--- src/rtl/assert_macros.svh ---
// ---------------------------------------------------------------------------
// Assertion macros
// Shared concurrent assertion wrappers for the decoder RTL.
// ---------------------------------------------------------------------------
`ifndef ASSERT_MACROS_SVH
`define ASSERT_MACROS_SVH

// Property must hold on every clock edge outside reset.
`define ASSERT_ALWAYS(lbl, clk, rst_n, prop, msg) \
    lbl: assert property (@(posedge clk) disable iff (!rst_n) (prop)) else $error(msg);

// Antecedent in one cycle implies consequent in the next.
`define ASSERT_NEXT(lbl, clk, rst_n, ante, cons, msg) \
    lbl: assert property (@(posedge clk) disable iff (!rst_n) (ante) |=> (cons)) \
        else $error(msg);

`endif

--- src/rtl/bopd_pkg.sv ---
// ---------------------------------------------------------------------------
// bopd_pkg
// Types, constants and helpers for the byte-offset pixel decoder.
// ---------------------------------------------------------------------------
package bopd_pkg;

    localparam int MAX_DIM  = 4096;
    localparam int DIM_W    = $clog2(MAX_DIM);
    localparam int SIZE_W   = 13;
    localparam int VALUE_W  = 31;
    localparam int SUM_W    = 32;
    localparam int QDEPTH   = 4;
    localparam int QPTR_W   = $clog2(QDEPTH);
    localparam int QCNT_W   = $clog2(QDEPTH + 1);

    localparam logic [7:0]  START_MARKER = 8'hD5;
    localparam logic [7:0]  ESC_BYTE     = 8'h80;
    localparam logic [15:0] ESC_WORD     = 16'h8000;

    localparam int CFG_IDX_W = 1;
    localparam logic [CFG_IDX_W-1:0] CFG_FAST_SIZE = 1'b0;
    localparam logic [CFG_IDX_W-1:0] CFG_SLOW_SIZE = 1'b1;

    localparam logic [SIZE_W-1:0] FAST_SIZE_RST = 13'd2463;
    localparam logic [SIZE_W-1:0] SLOW_SIZE_RST = 13'd2527;

    typedef enum logic [2:0] {
        PH_SEEK,
        PH_NEXT,
        PH_W0,
        PH_W1,
        PH_D0,
        PH_D1,
        PH_D2,
        PH_D3
    } t_phase;

    typedef struct packed {
        logic [SUM_W-1:0] delta;
        logic [DIM_W-1:0] row;
        logic [DIM_W-1:0] col;
        logic             last;
    } t_delta_item;

    function automatic logic [SIZE_W-1:0] eff_size(input logic [SIZE_W-1:0] v);
        logic [SIZE_W-1:0] r;
        r = v;
        if (v == '0) begin
            r = SIZE_W'(1);
        end else if (v > SIZE_W'(MAX_DIM)) begin
            r = SIZE_W'(MAX_DIM);
        end
        return r;
    endfunction

endpackage

--- src/rtl/bopd_front.sv ---
// ---------------------------------------------------------------------------
// bopd_front
// Byte parser: marker search, escape handling, delta assembly and pixel
// position tracking. Emits one delta transaction per completed pixel.
// ---------------------------------------------------------------------------
module bopd_front (
    input  logic                                i_clk,
    input  logic                                i_rst_n,
    input  logic                                i_accept,
    input  logic [7:0]                          i_byte,
    input  logic [bopd_pkg::SIZE_W-1:0]         i_fast_size,
    input  logic [bopd_pkg::SIZE_W-1:0]         i_slow_size,
    output logic                                o_push,
    output bopd_pkg::t_delta_item               o_item
);

    bopd_pkg::t_phase                 r_phase, n_phase;
    logic [23:0]                      r_partial, n_partial;
    logic [bopd_pkg::DIM_W-1:0]       r_col, n_col;
    logic [bopd_pkg::DIM_W-1:0]       r_row, n_row;

    logic                             emit;
    logic [bopd_pkg::SUM_W-1:0]       delta;
    logic [15:0]                      word;
    logic [bopd_pkg::SIZE_W-1:0]      col_inc, row_inc;
    logic                             row_end, frame_end;
    bopd_pkg::t_phase                 emit_phase;

    assign word      = {i_byte, r_partial[7:0]};
    assign col_inc   = {1'b0, r_col} + bopd_pkg::SIZE_W'(1);
    assign row_inc   = {1'b0, r_row} + bopd_pkg::SIZE_W'(1);
    assign row_end   = col_inc >= bopd_pkg::eff_size(i_fast_size);
    assign frame_end = row_end && (row_inc >= bopd_pkg::eff_size(i_slow_size));

    // after a pixel: back to data, or to marker search at frame end
    assign emit_phase = frame_end ? bopd_pkg::PH_SEEK : bopd_pkg::PH_NEXT;

    always_ff @(posedge i_clk) begin
        if (!i_rst_n) begin
            r_phase <= bopd_pkg::PH_SEEK;
            r_col   <= '0;
            r_row   <= '0;
        end else begin
            r_phase <= n_phase;
            r_col   <= n_col;
            r_row   <= n_row;
        end
    end

    always_ff @(posedge i_clk) begin
        r_partial <= n_partial;
    end

    always_comb begin
        n_phase   = r_phase;
        n_partial = r_partial;
        emit      = 1'b0;
        delta     = '0;
        if (i_accept) begin
            case (r_phase)
                bopd_pkg::PH_SEEK: begin
                    if (i_byte == bopd_pkg::START_MARKER) begin
                        n_phase = bopd_pkg::PH_NEXT;
                    end
                end
                bopd_pkg::PH_NEXT: begin
                    if (i_byte == bopd_pkg::ESC_BYTE) begin
                        n_phase = bopd_pkg::PH_W0;
                    end else begin
                        emit    = 1'b1;
                        delta   = {{24{i_byte[7]}}, i_byte};
                        n_phase = emit_phase;
                    end
                end
                bopd_pkg::PH_W0: begin
                    n_partial[7:0] = i_byte;
                    n_phase        = bopd_pkg::PH_W1;
                end
                bopd_pkg::PH_W1: begin
                    if (word == bopd_pkg::ESC_WORD) begin
                        n_phase = bopd_pkg::PH_D0;
                    end else begin
                        emit    = 1'b1;
                        delta   = {{16{word[15]}}, word};
                        n_phase = emit_phase;
                    end
                end
                bopd_pkg::PH_D0: begin
                    n_partial[7:0] = i_byte;
                    n_phase        = bopd_pkg::PH_D1;
                end
                bopd_pkg::PH_D1: begin
                    n_partial[15:8] = i_byte;
                    n_phase         = bopd_pkg::PH_D2;
                end
                bopd_pkg::PH_D2: begin
                    n_partial[23:16] = i_byte;
                    n_phase          = bopd_pkg::PH_D3;
                end
                bopd_pkg::PH_D3: begin
                    emit    = 1'b1;
                    delta   = {i_byte, r_partial};
                    n_phase = emit_phase;
                end
                default: begin
                    n_phase = bopd_pkg::PH_SEEK;
                end
            endcase
        end
    end

    always_comb begin
        n_col = r_col;
        n_row = r_row;
        if (emit) begin
            if (frame_end) begin
                n_col = '0;
                n_row = '0;
            end else if (row_end) begin
                n_col = '0;
                n_row = row_inc[bopd_pkg::DIM_W-1:0];
            end else begin
                n_col = col_inc[bopd_pkg::DIM_W-1:0];
            end
        end
    end

    assign o_push      = emit;
    assign o_item.delta = delta;
    assign o_item.row   = r_row;
    assign o_item.col   = r_col;
    assign o_item.last  = frame_end;

endmodule

--- src/rtl/bopd_fifo.sv ---
// ---------------------------------------------------------------------------
// bopd_fifo
// Short queue of delta transactions between parser and accumulator.
// ---------------------------------------------------------------------------
`include "assert_macros.svh"

module bopd_fifo (
    input  logic                  i_clk,
    input  logic                  i_rst_n,
    input  logic                  i_push,
    input  bopd_pkg::t_delta_item i_data,
    input  logic                  i_pop,
    output logic                  o_valid,
    output logic                  o_full,
    output bopd_pkg::t_delta_item o_data
);

    bopd_pkg::t_delta_item              r_mem [bopd_pkg::QDEPTH];
    logic [bopd_pkg::QPTR_W-1:0]        r_wr_ptr, r_rd_ptr;
    logic [bopd_pkg::QCNT_W-1:0]        r_count, n_count;

    assign o_valid = r_count != '0;
    assign o_full  = r_count == bopd_pkg::QCNT_W'(bopd_pkg::QDEPTH);
    assign o_data  = r_mem[r_rd_ptr];

    always_comb begin
        n_count = r_count;
        if (i_push && !i_pop) begin
            n_count = r_count + bopd_pkg::QCNT_W'(1);
        end else if (!i_push && i_pop) begin
            n_count = r_count - bopd_pkg::QCNT_W'(1);
        end
    end

    always_ff @(posedge i_clk) begin
        if (!i_rst_n) begin
            r_wr_ptr <= '0;
            r_rd_ptr <= '0;
            r_count  <= '0;
        end else begin
            r_count <= n_count;
            if (i_push) begin
                r_wr_ptr <= r_wr_ptr + bopd_pkg::QPTR_W'(1);
            end
            if (i_pop) begin
                r_rd_ptr <= r_rd_ptr + bopd_pkg::QPTR_W'(1);
            end
        end
    end

    always_ff @(posedge i_clk) begin
        if (i_push) begin
            r_mem[r_wr_ptr] <= i_data;
        end
    end

    `ASSERT_ALWAYS(a_no_overflow, i_clk, i_rst_n, !(i_push && o_full), "queue overflow")
    `ASSERT_ALWAYS(a_no_underflow, i_clk, i_rst_n, !(i_pop && !o_valid), "queue underflow")
    `ASSERT_ALWAYS(a_count_ptrs, i_clk, i_rst_n,
        (r_count[bopd_pkg::QPTR_W-1:0] == (r_wr_ptr - r_rd_ptr)), "count/pointer mismatch")

endmodule

--- src/rtl/bopd_back.sv ---
// ---------------------------------------------------------------------------
// bopd_back
// Accumulator: running sum, clamp at zero, frame maximum, output register.
// ---------------------------------------------------------------------------
`include "assert_macros.svh"

module bopd_back (
    input  logic                                 i_clk,
    input  logic                                 i_rst_n,
    input  logic                                 i_q_valid,
    input  bopd_pkg::t_delta_item                i_q_data,
    output logic                                 o_q_pop,
    input  logic                                 i_out_stall,
    output logic                                 o_out_valid,
    output logic [bopd_pkg::VALUE_W-1:0]         o_pixel_value,
    output logic [bopd_pkg::DIM_W-1:0]           o_pixel_row,
    output logic [bopd_pkg::DIM_W-1:0]           o_pixel_col,
    output logic [bopd_pkg::VALUE_W-1:0]         o_running_max,
    output logic                                 o_last_pixel
);

    logic [bopd_pkg::SUM_W-1:0]   r_sum;
    logic [bopd_pkg::VALUE_W-1:0] r_max;
    logic                         r_out_valid;
    logic [bopd_pkg::VALUE_W-1:0] r_value, r_omax;
    logic [bopd_pkg::DIM_W-1:0]   r_row, r_col;
    logic                         r_last;

    logic                         load;
    logic [bopd_pkg::SUM_W-1:0]   n_sum;
    logic [bopd_pkg::VALUE_W-1:0] n_value, n_max;

    assign load    = i_q_valid && (!r_out_valid || !i_out_stall);
    assign o_q_pop = load;
    assign n_sum   = r_sum + i_q_data.delta;
    assign n_value = n_sum[bopd_pkg::SUM_W-1] ? '0 : n_sum[bopd_pkg::VALUE_W-1:0];
    assign n_max   = (n_value > r_max) ? n_value : r_max;

    always_ff @(posedge i_clk) begin
        if (!i_rst_n) begin
            r_sum       <= '0;
            r_max       <= '0;
            r_out_valid <= 1'b0;
        end else begin
            if (load) begin
                r_out_valid <= 1'b1;
                if (i_q_data.last) begin
                    r_sum <= '0;
                    r_max <= '0;
                end else begin
                    r_sum <= n_sum;
                    r_max <= n_max;
                end
            end else if (!i_out_stall) begin
                r_out_valid <= 1'b0;
            end
        end
    end

    always_ff @(posedge i_clk) begin
        if (load) begin
            r_value <= n_value;
            r_omax  <= n_max;
            r_row   <= i_q_data.row;
            r_col   <= i_q_data.col;
            r_last  <= i_q_data.last;
        end
    end

    assign o_out_valid   = r_out_valid;
    assign o_pixel_value = r_value;
    assign o_pixel_row   = r_row;
    assign o_pixel_col   = r_col;
    assign o_running_max = r_omax;
    assign o_last_pixel  = r_last;

    `ASSERT_NEXT(a_frame_clear, i_clk, i_rst_n, load && i_q_data.last,
        (r_sum == '0) && (r_max == '0), "sums not cleared after frame")
    `ASSERT_ALWAYS(a_max_bound, i_clk, i_rst_n,
        !r_out_valid || (r_omax >= r_value), "running max below pixel")

endmodule

--- src/rtl/byte_offset_pixel_decoder.sv ---
// Byte-offset pixel decoder. Takes one file byte per cycle unless o_in_stall
// is high: header bytes are dropped until the 0xD5 start marker, then 1-, 3-
// or 7-byte delta codes are decoded into pixels, each passing from its final
// byte through the four-entry delta queue and then the output register. The
// byte parser and the 32-bit accumulator each handle one transaction per
// clock unless stalled; the queue between them lets output stalls back up
// without stalling input until four deltas are pending. Size registers are
// clamped to 1..4096 and should be written only while the block is idle.
// ---------------------------------------------------------------------------
// byte_offset_pixel_decoder
// Top level: configuration registers, parser, delta queue and accumulator.
// ---------------------------------------------------------------------------
module byte_offset_pixel_decoder (
    input  logic                                 i_clk,
    input  logic                                 i_rst_n,
    input  logic                                 i_cfg_we,
    input  logic [bopd_pkg::CFG_IDX_W-1:0]       i_cfg_idx,
    input  logic [bopd_pkg::SIZE_W-1:0]          i_cfg_data,
    input  logic                                 i_in_valid,
    output logic                                 o_in_stall,
    input  logic [7:0]                           i_in_byte,
    output logic                                 o_out_valid,
    input  logic                                 i_out_stall,
    output logic [bopd_pkg::VALUE_W-1:0]         o_pixel_value,
    output logic [bopd_pkg::DIM_W-1:0]           o_pixel_row,
    output logic [bopd_pkg::DIM_W-1:0]           o_pixel_col,
    output logic [bopd_pkg::VALUE_W-1:0]         o_running_max,
    output logic                                 o_last_pixel
);

    logic [bopd_pkg::SIZE_W-1:0] r_fast_size, r_slow_size;
    logic                        in_accept;
    logic                        push, pop, q_valid, q_full;
    bopd_pkg::t_delta_item       push_item, q_item;

    always_ff @(posedge i_clk) begin
        if (!i_rst_n) begin
            r_fast_size <= bopd_pkg::FAST_SIZE_RST;
            r_slow_size <= bopd_pkg::SLOW_SIZE_RST;
        end else if (i_cfg_we) begin
            case (i_cfg_idx)
                bopd_pkg::CFG_FAST_SIZE: r_fast_size <= i_cfg_data;
                bopd_pkg::CFG_SLOW_SIZE: r_slow_size <= i_cfg_data;
                default: ;
            endcase
        end
    end

    assign o_in_stall = q_full;
    assign in_accept  = i_in_valid && !q_full;

    bopd_front u_front (
        .i_clk       (i_clk),
        .i_rst_n     (i_rst_n),
        .i_accept    (in_accept),
        .i_byte      (i_in_byte),
        .i_fast_size (r_fast_size),
        .i_slow_size (r_slow_size),
        .o_push      (push),
        .o_item      (push_item)
    );

    bopd_fifo u_fifo (
        .i_clk   (i_clk),
        .i_rst_n (i_rst_n),
        .i_push  (push),
        .i_data  (push_item),
        .i_pop   (pop),
        .o_valid (q_valid),
        .o_full  (q_full),
        .o_data  (q_item)
    );

    bopd_back u_back (
        .i_clk         (i_clk),
        .i_rst_n       (i_rst_n),
        .i_q_valid     (q_valid),
        .i_q_data      (q_item),
        .o_q_pop       (pop),
        .i_out_stall   (i_out_stall),
        .o_out_valid   (o_out_valid),
        .o_pixel_value (o_pixel_value),
        .o_pixel_row   (o_pixel_row),
        .o_pixel_col   (o_pixel_col),
        .o_running_max (o_running_max),
        .o_last_pixel  (o_last_pixel)
    );

endmodule
--- config.mk ---
export PLATFORM = sky130hd
export DESIGN_NAME = byte_offset_pixel_decoder
export DESIGN_NICKNAME = d
export VERILOG_FILES = /design/src/rtl/bopd_pkg.sv /design/src/rtl/bopd_front.sv /design/src/rtl/bopd_fifo.sv /design/src/rtl/bopd_back.sv /design/src/rtl/byte_offset_pixel_decoder.sv
export VERILOG_INCLUDE_DIRS = /design/src /design/src/rtl
export SDC_FILE = /design/constraint.sdc
export NUM_CORES = 1
export LEC_CHECK = 0
export ABC_CLOCK_PERIOD_IN_PS = 20800
export BUFFER_PORTS_ARGS = -buffer_cell sky130_fd_sc_hd__buf_2
export CAP_MARGIN = 20
export CORE_ASPECT_RATIO = 2
export CORE_MARGIN = 4
export CORE_UTILIZATION = 45
export CTS_CLUSTER_SIZE = 30
export DETAILED_ROUTE_END_ITERATION = 12
export GPL_ROUTABILITY_DRIVEN = 0
export PLACE_DENSITY_LB_ADDON = 0.05
export SLEW_MARGIN = 0
export SYNTH_ARGS = -nofsm -noshare
export SYNTH_HDL_FRONTEND = slang
export SYNTH_SLANG_ARGS = --single-unit
--- constraint.sdc ---
create_clock -name i_clk -period 20.8 [get_ports i_clk]
set_clock_uncertainty 0.15 [all_clocks]
set_input_delay 2.08 -clock i_clk [delete_from_list [all_inputs] [get_ports i_clk]]
set_output_delay 2.08 -clock i_clk [all_outputs]
set_load 0.02 [all_outputs]
=== After elaboration in Yosys (flattened, before gate mapping) ===
Memories as Yosys holds them, arrays and structs flattened. A register that Yosys moved wholly into a read port is not among the register bits.
Cells that the tools add are included.

* Reduce and logical (&&, ||, !) cells: 25
* Multiplexer cells: 33
* Bitwise operators: 1
* Magnitude comparators: 5
* Equal/unequal tests: 13
* $add $sub $neg: 7

{| class="wikitable"
|+ Operator list
! operator !! number
|-
| $mux W32 || 4
|-
| $pmux W32 S3 || 1
|-
| $mux W31 || 3
|-
| $mux W13 || 4
|-
| $mux W12 || 4
|-
| $add A32 B32 Y32 || 1
|-
| $gt A31 B31 Y1 || 1
|-
| $add A12 B1 Y13 const B || 2
|-
| $ge A13 B13 Y1 || 2
|-
| $gt A13 B13 Y1 const B || 2
|-
| $logic_not A13 Y1 || 2
|-
| $pmux W3 S8 || 1
|-
| $eq A16 B16 Y1 const B || 1
|-
| $eq A8 B8 Y1 const B || 2
|-
| $eq A3 B3 Y1 const B || 5
|-
| $mux W3 || 5
|-
| $reduce_and A2 Y1 || 7
|-
| $mux W1 || 8
|-
| $eq A3 B2 Y1 const B || 2
|-
| $logic_and A1 B1 Y1 || 5
|-
| $logic_not A1 Y1 || 5
|-
| $add A2 B1 Y2 const B || 2
|-
| $mux W2 || 2
|-
| $ne A2 B1 Y1 const B || 2
|-
| other kinds (10) || 11
|}

* Memory bits (writable): 228
* Input port bits: 27
* Memories kept: 1
* Logic and storage cells: 104
* Flip-flop bits (word level): 235

{| class="wikitable"
|+ Memories
! memory !! depth !! bits a word !! read ports !! clocked after memory_dff !! wr ports !! RTL line !! RTL
|-
| u_fifo.r_mem || 4 || 57 || 1 || 1 || 1 || bopd_fifo.sv:18 || <nowiki>bopd_pkg::t_delta_item r_mem [bopd_pkg::QDEPTH];</nowiki>
|}

=== Logic depth before layout (Yosys ltp) ===
* Word-level depth: 8
* Mapped depth: 26
* Gate-level depth less buffers: 21

=== Modules after synthesis ===
From an unflattened synthesis, not the netlist that was laid out.

* Cell total of the unflattened synthesis: 1615
* Area total of the unflattened synthesis: 21399.3 µm²

{| class="wikitable"
|+ Modules (own cells, without submodules)
! module !! area each (µm²) !! instances !! cells an instance
|-
| bopd_fifo || 8664.6 || 1 || 340
|-
| bopd_back || 8120.3 || 1 || 736
|-
| bopd_front || 3545.9 || 1 || 424
|-
| byte_offset_pixel_decoder || 1068.5 || 1 || 115
|}

=== Worst setup path before layout ===
Ideal clock, no wire load.

* Kind: reg-to-reg
* From: reg (tool-made name)
* To: reg u_back.r_omax (netlist bit u_back.o_running_max[10]) (data pin)
* Stages on the path, launching flop included: 24
* Library setup time: 0.260 ns
* Buffers on the path: 7
* Arrival time: 6.187 ns
* Period minus slack after synthesis: 6.597 ns
* Path slack: 14.203 ns
* Path through: dfxtp_1 buf_1 buf_1 mux4_2 ha_1 a21oi_1 o211ai_2 a41oi_2 nor4b_4 or4_1 nand4_2 buf_4 buf_4 buf_2 nor3_1 ha_1 a21o_1 a21o_1 a211o_1 a22oi_1 and2_1 buf_2 buf_2 mux2_2

{| class="wikitable"
|+ RTL lines
! item !! RTL line !! RTL
|-
| end signal, assigned || bopd_back.sv:63 || <nowiki>r_omax <= n_max;</nowiki>
|-
| end, declared || bopd_back.sv:25 || <nowiki>logic [bopd_pkg::VALUE_W-1:0] r_value, r_omax;</nowiki>
|}

==> impl_metrics.json <==
{
  "path_cells": "buf_4 > mux4_2 > ha_1 > a21oi_1 > o21ai_0 > nand4_1 > nand3_1 > or4_1 > nand4_2 > buf_4 > nor2b_1 > ha_1 > a21oi_1 > nor2_1 > a2111oi_0 > a2111oi_0 > buf_4 > o311ai_0 > and2_1 > buf_4 > nor2_1 > a22o_1",
  "overflow": 0,
  "whs_ns": 0.3221,
  "wl_um": 47850,
  "dp_hpwl_um": 33500,
  "hp-class": "flop to flop",
  "max_clock_freq_mhz": 128.9,
  "ctsHtreeMaxLevel": 2,
  "core_region_area_mm2": 0.04583,
  "die_height_um": 312.6,
  "drc": 0,
  "finalSetupViolCount": 0,
  "cts_resized": 0,
  "slew_headroom_pct": 25.38,
  "port_buffers": 115,
  "tightest_slew_ns": 1.119,
  "fillCellCount": 3957,
  "grt_pass1_vias": 13100,
  "ys_ff_latch": 465,
  "drt_iter0_drc": 623,
  "synth_warnings": 0,
  "pre_cts_ws_ns": 12.84,
  "rsz0062_at_grt": "no",
  "num_rows": 111,
  "status": "finished, final reports clean",
  "syn_area_per_cell_um2": 13.25,
  "crit_top_cell": "buf_4",
  "max_cap_viol_count": 0,
  "worst_path_max_delay_cell": "buf_4",
  "die_area_mm2": 0.05011,
  "setup_slack_ns": 13.04,
  "syn2layout_area_growth_pct": 12.78,
  "critPathMaxStageDelay_ns": 0.72,
  "viasPerCell": 5.634,
  "clk_latency_ns": 0.56,
  "grtUsageTotal_pct": 19.01,
  "ioPinCount": 116,
  "power_leakage_nw": 8.569,
  "final_core_util_pct": 51.37,
  "synth_cell_types": 76,
  "dp_cells": 2206,
  "powerDensity_mw_per_mm2": 175.9,
  "clkTransAtPathRegs_ns": 0.07,
  "cp-start-kind": "flop",
  "async_flop_share_pct": 0,
  "min_period_over_period_pct": 37.29,
  "num_vias": 12890,
  "antenna_found_initial": 8,
  "post_cts_buffers": 0,
  "nNetsFinal": 1810,
  "period_needed_ns": 7.756,
  "required_ns": 20.95,
  "initial_utilization_pct": 45.55,
  "first_pass_iters": 5,
  "synth-seq-area-share_pct": 60.85,
  "wl_per_cell_um": 20.91,
  "arrival_ns": 7.90,
  "finish.instance_area_mm2": 0.02354,
  "die_x_um": 160.3,
  "regArea_mm2": 0.01271,
  "syn_inst": 1575,
  "slew_viol_final": 0,
  "root_buffer": "clkbuf_16",
  "power_mw": 4.140,
  "cts_sinks": 465,
  "synth_ff_type": "edfxtp_1",
  "syn_nets": 1699,
  "multi_input_area_mm2": 0.007691,
  "cts_buffers": 42,
  "antenna_left": 0,
  "netlist_area_mm2": 0.02088,
  "synth_edf_count": 339,
  "endpoint_kind": "flop",
  "final_hold_viol_count": 0,
  "cts_hold_buffers": 0,
  "path_class": "flop to flop",
  "post_dp_cell_area_mm2": 0.02205,
  "grt_pass1_wl_um": 75040,
  "layout-drive-gt1-share_pct": 18.38,
  "cts_tree": "done",
  "tns_ns": 0,
  "crit_fanout": 41,
  "vdd_drop_max_v": 0.0003383,
  "layout.cells.non_filler": 2288,
  "grt_max_degree": 67,
  "clk_path_buf_depth": 3
}
area by class of cell:
class / count / share of cell area [%]
Sequential cell: 465 / 53.97
Timing Repair Buffer: 138 / 3.199
Tap cell: 565 / 3.003
Clock inverter: 27 / 1.477
Clock buffer: 50 / 4.767
Antenna cell: 4 / 0.04251
Multi-Input combinational cell: 985 / 32.67
Inverter: 54 / 0.8716
layout by cell type (no fill, tap or decap), types with 7 or more instances in the layout:
master	count
a211oi_1	7
ha_1	95
a22o_1	40
nor4_1	10
clkbuf_16	43
nand2b_1	8
nor2_1	73
nor3_1	17
nand4_1	15
o21ai_0	25
and3_1	14
mux4_2	56
a221oi_1	8
mux2_2	25
and2_1	16
o21a_1	9
bufinv_16	7
nor2b_1	55
o21ai_1	7
xnor2_1	33
nand3_1	53
a22oi_1	24
buf_2	116
nand2_1	153
a211o_1	10
a21o_1	26
xor2_1	25
inv_1	52
edfxtp_1	339
a21oi_1	64
a21boi_0	22
buf_4	21
dfxtp_1	124
worst paths after layout:
kind / end / cells after the start / slack [ns] / from
worst max-delay path: u_back.o_running_max[30] / 22 / 13.04 / flop
worst min-delay path: u_back.r_sum[0] / 2 / 0.32 / u_back.r_sum[0]
worst max register to register: u_back.o_running_max[30] / 22 / 13.04 / flop
worst min register to register: u_back.r_sum[0] / 2 / 0.32 / u_back.r_sum[0]
power by group:
part / leakage [nW] / total [mW] / internal [mW] / switching (mW)
logic: 3.74 / 2.04 / 0.784 / 1.26
registers: 4.12 / 1.27 / 1.21 / 0.0650
clock network: 0.708 / 0.828 / 0.478 / 0.350
total: 8.57 / 4.14 / 2.47 / 1.67
cells by family (layout without fill, tap and decap cells):
| logic type | count (synthesis) | in the layout | share of synthesized area [%] |
|---|---|---|---|
| simple gates | 449 | 449 | 10.67 |
| mux | 86 | 86 | 7.630 |
| fa+ha+maj | 97 | 97 | 5.886 |
| other cells | 0 | 4 | 0 |
| compound gates | 295 | 295 | 10.17 |
| flops | 465 | 465 | 60.85 |
| buf+inv | 125 | 269 | 2.361 |
| xor+xnor | 58 | 58 | 2.433 |
registers in the layout, indices dropped and copies added, names as in the netlist, named ones only:
name	cells
u_front.r_partial	24
u_back.o_out_valid	1
u_back.o_running_max	31
u_fifo.r_mem	228
u_back.o_pixel_row	12
r_fast_size	13
u_fifo.r_wr_ptr	2
u_back.o_last_pixel	1
r_slow_size	13
u_front.r_col	12
u_back.o_pixel_col	12
u_back.r_sum	32
u_front.r_phase	3
u_back.r_max	31
u_back.o_pixel_value	31
u_fifo.r_rd_ptr	2
u_fifo.r_count	3
u_front.r_row	12
Yosys cell counts (26+ instances only):
library cell    n  area share [%]
nand3_1        53             1.3
a21oi_1        64             1.5
a21o_1         26            0.94
mux4_2         56             6.0
clkbuf_1       42            0.76
nor2b_1        55             1.6
xnor2_1        33             1.4
inv_1          53            0.95
nand2_1       153             2.8
a22o_1         40             1.7
ha_1           95             5.7
dfxtp_1       126              12
edfxtp_1      339              49
nor2_1         73             1.3
layer usage:
metal | up-vias | track usage [%] | share of wire, %
met3 | 72 | 2.824 | 3.6
met2 | 238 | 38.69 | 58
met5 | - | 0 | 0.059
met1 | 6386 | 19.66 | 36
met4 | 6 | 5.422 | 2.5
li1 | 6189 | - | -
worst max-delay path, delay by kind of cell, from the launching register on:
kind                       cells  cell delay, ns
buffers and inverters          4            1.73
DFF                            1            0.57
and+or+nand+nor                8            1.67
adders and majority gates      2            0.73
muxes                          1            0.61
AOI/OAI and AO/OA              7            1.97
Note: power is estimated with default switching activity, not from simulation.
